`src/rtl/metaball_field_evaluator_defines.svh`:
```
// Assertion macros shared by the metaball field evaluator RTL
`ifndef METABALL_FIELD_EVALUATOR_DEFINES_SVH
`define METABALL_FIELD_EVALUATOR_DEFINES_SVH

// Same-cycle implication, checked out of reset
`define MFE_ASSERT_NOW(lbl, ante, cons) \
	lbl: assert property (@(posedge clk) disable iff (!arst_n) (ante) |-> (cons)) \
		else $error("mfe check failed");

// Next-cycle implication, checked out of reset
`define MFE_ASSERT_NEXT(lbl, ante, cons) \
	lbl: assert property (@(posedge clk) disable iff (!arst_n) (ante) |=> (cons)) \
		else $error("mfe check failed");

`endif

```
`src/rtl/mfe_pkg.sv`:
```
// Shared types and constants for the metaball field evaluator
package mfe_pkg;

	localparam int MAX_BALLS_DEF  = 4;
	localparam int POS_WIDTH_DEF  = 16;
	localparam int R2_WIDTH       = 16;
	localparam int CNT_WIDTH      = 3;
	localparam int OUT_WIDTH      = 32;
	localparam int CNT_EXT_WIDTH  = 5;
	localparam int VAL_SHIFT      = 24;
	localparam int NRM_SHIFT      = 32;
	localparam logic [CNT_WIDTH-1:0] BALL_COUNT_RST = 3'd3;

	localparam logic OP_LOAD = 1'b0;
	localparam logic OP_EVAL = 1'b1;

	typedef enum logic [3:0] {
		ST_IDLE,
		ST_DIFF,
		ST_SQ,
		ST_SUM,
		ST_MUL,
		ST_DSTART,
		ST_DIV,
		ST_ACC,
		ST_DONE
	} mfe_state_t;

	// controller to datapath
	typedef struct packed {
		logic in_ready;
		logic load;
		logic start;
		logic diff;
		logic sq;
		logic sum;
		logic mul;
		logic dstart;
		logic dstep;
		logic acc;
		logic finish;
	} mfe_cmd_t;

	// datapath to controller
	typedef struct packed {
		logic in_valid;
		logic in_eval;
		logic count_zero;
		logic last_ball;
		logic out_free;
	} mfe_status_t;

endpackage

```
`src/rtl/mfe_ctrl.sv`:
```
// Sequencer for loads and per-ball evaluation steps
module mfe_ctrl import mfe_pkg::*; #(
	parameter int POS_WIDTH = POS_WIDTH_DEF
) (
	input  logic        clk,
	input  logic        arst_n,
	input  mfe_status_t sts,
	output mfe_cmd_t    cmd
);
	localparam int ITER = POS_WIDTH + R2_WIDTH + 1 + NRM_SHIFT;
	localparam int ITW  = $clog2(ITER + 1);

	mfe_state_t state_q, state_d;
	logic [ITW-1:0] iter_q, iter_d;

	always_ff @(posedge clk or negedge arst_n) begin
		if (!arst_n) begin
			state_q <= ST_IDLE;
			iter_q  <= '0;
		end else begin
			state_q <= state_d;
			iter_q  <= iter_d;
		end
	end

	// next state and commands
	always_comb begin
		state_d = state_q;
		iter_d  = iter_q;
		cmd     = '0;
		case (state_q)
			ST_IDLE: begin
				cmd.in_ready = 1'b1;
				if (sts.in_valid) begin
					if (sts.in_eval) begin
						cmd.start = 1'b1;
						state_d   = sts.count_zero ? ST_DONE : ST_DIFF;
					end else begin
						cmd.load = 1'b1;
					end
				end
			end
			ST_DIFF: begin
				cmd.diff = 1'b1;
				state_d  = ST_SQ;
			end
			ST_SQ: begin
				cmd.sq  = 1'b1;
				state_d = ST_SUM;
			end
			ST_SUM: begin
				cmd.sum = 1'b1;
				state_d = ST_MUL;
			end
			ST_MUL: begin
				cmd.mul = 1'b1;
				state_d = ST_DSTART;
			end
			ST_DSTART: begin
				cmd.dstart = 1'b1;
				iter_d     = ITW'(ITER);
				state_d    = ST_DIV;
			end
			ST_DIV: begin
				cmd.dstep = 1'b1;
				iter_d    = iter_q - 1'b1;
				if (iter_q == ITW'(1))
					state_d = ST_ACC;
			end
			ST_ACC: begin
				cmd.acc = 1'b1;
				state_d = sts.last_ball ? ST_DONE : ST_DIFF;
			end
			ST_DONE: begin
				if (sts.out_free) begin
					cmd.finish = 1'b1;
					state_d    = ST_IDLE;
				end
			end
			default: state_d = ST_IDLE;
		endcase
	end
endmodule

```
`config.mk`:
```
export PLATFORM = sky130hd
export DESIGN_NAME = mfe_ctrl
export DESIGN_NICKNAME = d
export VERILOG_FILES = /design/src/rtl/metaball_field_evaluator_defines.svh /design/src/rtl/mfe_pkg.sv /design/src/rtl/mfe_ctrl.sv
export SDC_FILE = /design/constraint.sdc
export NUM_CORES = 1
export LEC_CHECK = 0
export ABC_AREA = 1
export BUFFER_PORTS_ARGS = -buffer_cell sky130_fd_sc_hd__buf_2
export CORE_MARGIN = 5
export CORE_UTILIZATION = 55
export CTS_BUF_LIST = sky130_fd_sc_hd__clkbuf_16
export CTS_CLUSTER_SIZE = 14
export DETAILED_ROUTE_END_ITERATION = 16
export GPL_TIMING_DRIVEN = 0
export PLACE_DENSITY = 0.82
export SYNTH_ARGS = -nofsm -noshare
export SYNTH_HDL_FRONTEND = slang
export SYNTH_SLANG_ARGS = --single-unit
```
`constraint.sdc`:
```
create_clock -name clk -period 2.9 [get_ports clk]
set_clock_uncertainty 0.1 [all_clocks]
set_input_delay 0.29 -clock clk [delete_from_list [all_inputs] [get_ports clk]]
set_output_delay 0.29 -clock clk [all_outputs]
set_load 0.02 [all_outputs]
```
# Word level (Yosys, flattened, before mapping)

Cells that the tools add are included.

Register bits after elaboration: 11
Latch bits: 0
Bits in writable memories: 0
Bits in read-only memories: 0
Input port bits: 7
Output and inout bits: 11
Word-level logic and storage cells: 40
Memories kept: 0

Add/sub/neg operators: 1
Multiply operators: 0
Divide/modulo/power cells: 0
$lt $le $gt $ge: 0
Equality and inequality tests: 13
Shifts and indexed selects: 0
Mux-type cells: 21
Bitwise logic cells: 0
Reduce and logical (&&, ||, !) cells: 3

Operators with widths:

| kind                                                 | count |
|---|---|
| case mux 4 bit (9 select lines)                      | 1 |
| two-way mux 4 bit                                    | 6 |
| equality test 4 x 3 -> 1 bit (second input constant) | 4 |
| case mux 7 bit (2 select lines)                      | 1 |
| two-way mux 1 bit                                    | 11 |
| equality test 4 x 2 -> 1 bit (second input constant) | 2 |
| inequality test 2 bit (second input constant)        | 4 |
| equality test 7 x 1 -> 1 bit (second input constant) | 1 |
| subtractor 7 x 1 -> 7 bit (second input constant)    | 1 |
| equality test 4 x 1 -> 1 bit (second input constant) | 1 |
| equality test 4 bit (second input constant)          | 1 |
| zero test 4 bit                                      | 1 |
| AND reduction 4 bit                                  | 1 |
| two-way mux 3 bit                                    | 1 |
| two-way mux 2 bit                                    | 1 |
| nonzero test 2 bit                                   | 1 |

# Logic depth before layout (Yosys ltp)

Depth in word-level cells: 4
Mapped depth: 8
Depth with buffers taken out: 8

# Worst setup path after synthesis

Ideal clock, no wire load.

Kind: reg-to-output
Start point: reg state_q[1]
End point: out cmd[0] (netlist name)
Arrival: 1.327 ns
Data required time: 2.510 ns
Setup slack: 1.183 ns
Cell stages (with the launch flop): 4
Path buffers: 0
Path through: dfrtp_1 nor2_2 inv_1 nor4_1

RTL lines:

| what                   | line           | source |
|---|---|---|
| start, declared        | mfe_ctrl.sv:13 | `mfe_state_t state_q, state_d;` |
| start signal, assigned | mfe_ctrl.sv:21 | `state_q <= state_d;` |
| end, declared          | mfe_ctrl.sv:8  | `output mfe_cmd_t cmd` |

==> metrics <==
chip height roughly 47 µm; Area Overhead vs Synth 25.8%; EDFF count, synth 0; register area share after synthesis around 37%; Synth top area share 36.8%; first-pass GRT wire length 3310 µm; Final Hold Viols 0; worst-skew pair later-pin latency between 0.2 and 0.25 ns; core area around 1300 µm²; RSZ-0062 raised after global routing false; Critical Path Sink Type primary output; cts repair resizes 0; max_cap viols 0; number of post-CTS setup repair buffers 0; Initial Utilization 57.5%; hold buffers post-CTS 1; Tot GR Track Use ~22%; Antenna Cells 0; synthesized instance count 108; TritonCTS Buffers 3; CP Cell Sequence nor2_2 -> inv_1 -> nor4_1 -> buf_2; Residual DRC 0; Multi-input gate area between 300 and 400 µm²; CTS sink cnt 11; Netlist cell types 19; Syn Area/Cell 6.93 µm²; register area around 280 µm²; critical path's top delay family simple AND/OR/NAND/NOR gates; post-route clock period utilization a little over three fifths; Rel. slew slack between 70% and 80%; FILL cells between 100 and 150; Tightest Hold Check Type in2reg; total wire length 1980 µm; Cell Rows 13; largest net degree at the start of global routing 12; worst slew pin tran approximately 0.32 ns; Port Buf Inserts 17; post-layout util 72.3%; H-tree levels 1; 1st-iter DRT viols 34; Post-Layout Inst Area around 940 µm²; Clock Tree Buf Depth 2; commonest non-fill, non-tap cells in the layout nand2_1 (22), inv_1 (20), buf_2 (17); Synth Register Bits 11; Reg clk slew, reported paths roughly 0.040 ns; HPWL Detailed between 1000 and 1500 µm; TritonCTS clock tree yes; Arrival @ worst endpoint roughly 1.4 ns; Root Buffer Master clkbuf_16; final setup fails 0; max incr delay on CP slightly above 0.4 ns; Nets between 100 and 150; vias in the first global route roughly 740; Critical Path Fanout Max 7; max-slew violation count 0; leak pwr 0.514 nW; DP Area ~850 µm²; post-route ant nets 0; total grt overflow 0; Ys Warns 0; Worst setup SP type register; Via density 5.54; total die area around 2200 µm²; pwr/cell area between 1000 and 1500 nW/µm²; Slowest cell on crit path dfrtp_1; Synth Net Count about 120; synthesized cell area 748 µm²; commonest non-fill, non-tap cell in the layout nand2_1; synth top area cells dfrtp_1 (37%), nand2_1 (11%), inv_1 (9.5%); area leader, netlist dfrtp_1; GPL Wtd Cong around 0.88; drt first pass iters 4; Top FF cell, synth dfrtp_1; Post-synth ARST share 100%; IO Count 18; setup TNS 0 ns; Req. time, crit path about 2.5 ns; WL/cell about 14 µm; via count approximately 800; WP buf/inv 2; layout cells sized above 1 approximately a quarter; FMAX 546 MHz; fin crit period around 1.8 ns; peak supply drop 687 µV; die width roughly 47 µm; antenna violations before repair 0; crit path kind reg2out; status completed
[cells by family after synthesis]
kind of cell,count (synthesis),synth area share (%)
AO/OA/AOI/OAI,11,7.52
flip-flops,11,36.8
AND/OR/NAND/NOR,63,41.8
adder cells (fa/ha/maj),2,3.34
buffers and inverters,21,10.5
[tightest hold or removal path: cells and delay by family]
kind	cells	cell delay [ns]
AO/OA/AOI/OAI	1	0.07
buffers and inverters	2	0.11
AND/OR/NAND/NOR	1	0.11
[final cells by class]
class                           instances  share of cell area [%]
Clock buffer                            3                    7.98
Sequential cell                        11                    29.3
Timing Repair Buffer                   18                    10.1
Clock inverter                          1                   0.399
Inverter                               21                    8.38
Multi-Input combinational cell         76                    41.9
Tap cell                               15                    1.99
[power breakdown]
part / total [mW] / internal [mW] / switching [mW]
logic: 0.602 / 0.187 / 0.415
registers: 0.308 / 0.224 / 0.0836
clock network: 0.250 / 0.181 / 0.0693
[path summary, 6_finish.rpt]
kind	startpoint	endpoint	slack, ns	depth (start not counted)
min in group asynchronous	arst_n	state_q[2]	0.35	2
min	sts[0]	state_q[3]	0.29	4
min reg2reg	iter_q[6]	iter_q[6]	0.47	3
max	state_q[1]	cmd[0]	1.07	4
max in group asynchronous	arst_n	iter_q[5]	2.14	2
max reg2reg	iter_q[0]	iter_q[4]	1.47	6
[Yosys cell counts, types with 2 or more instances]
cell	instances
nand2_1	22
inv_1	19
nor2_1	16
dfrtp_1	11
nand3_1	10
o21ai_0	9
nor2_4	4
nor2_2	3
ha_1	2
inv_2	2
nand2_2	2
[through the flow]
stage | cells | total power [mW] | hold slack (ns) | setup slack (ns)
6_report | 145 | 1.16 | 0.289 | 1.07
5_1_grt | 145 | 1.25 | 0.340 | 0.981
4_1_cts | 145 | 1.15 | 0.290 | 1.08
3_5_place_dp | 140 | 0.881 | 0.0747 | 1.35
3_3_place_gp | 140 | 0.856 | 0.0698 | 1.37
2_1_floorplan | 108 | 0.733 | -0.106 | 1.18
[registers in the layout (all words and copies together) (netlist names)]
name,cells
iter_q,7
state_q,4
[routing by layer]
layer | share of wire [%] | GRT usage (%) | vias to the layer above | routed length (µm)
li1 | - | - | 384 | -
met1 | 41 | 25.1 | 378 | 803
met2 | 51 | 37.9 | 34 | 1010
met3 | 4.9 | 3.83 | 7 | 97
met4 | 3.4 | 12.7 | 0 | 68
met5 | 0 | 0 | - | 0
No activity file was read; power rests on OpenSTA's default activity.
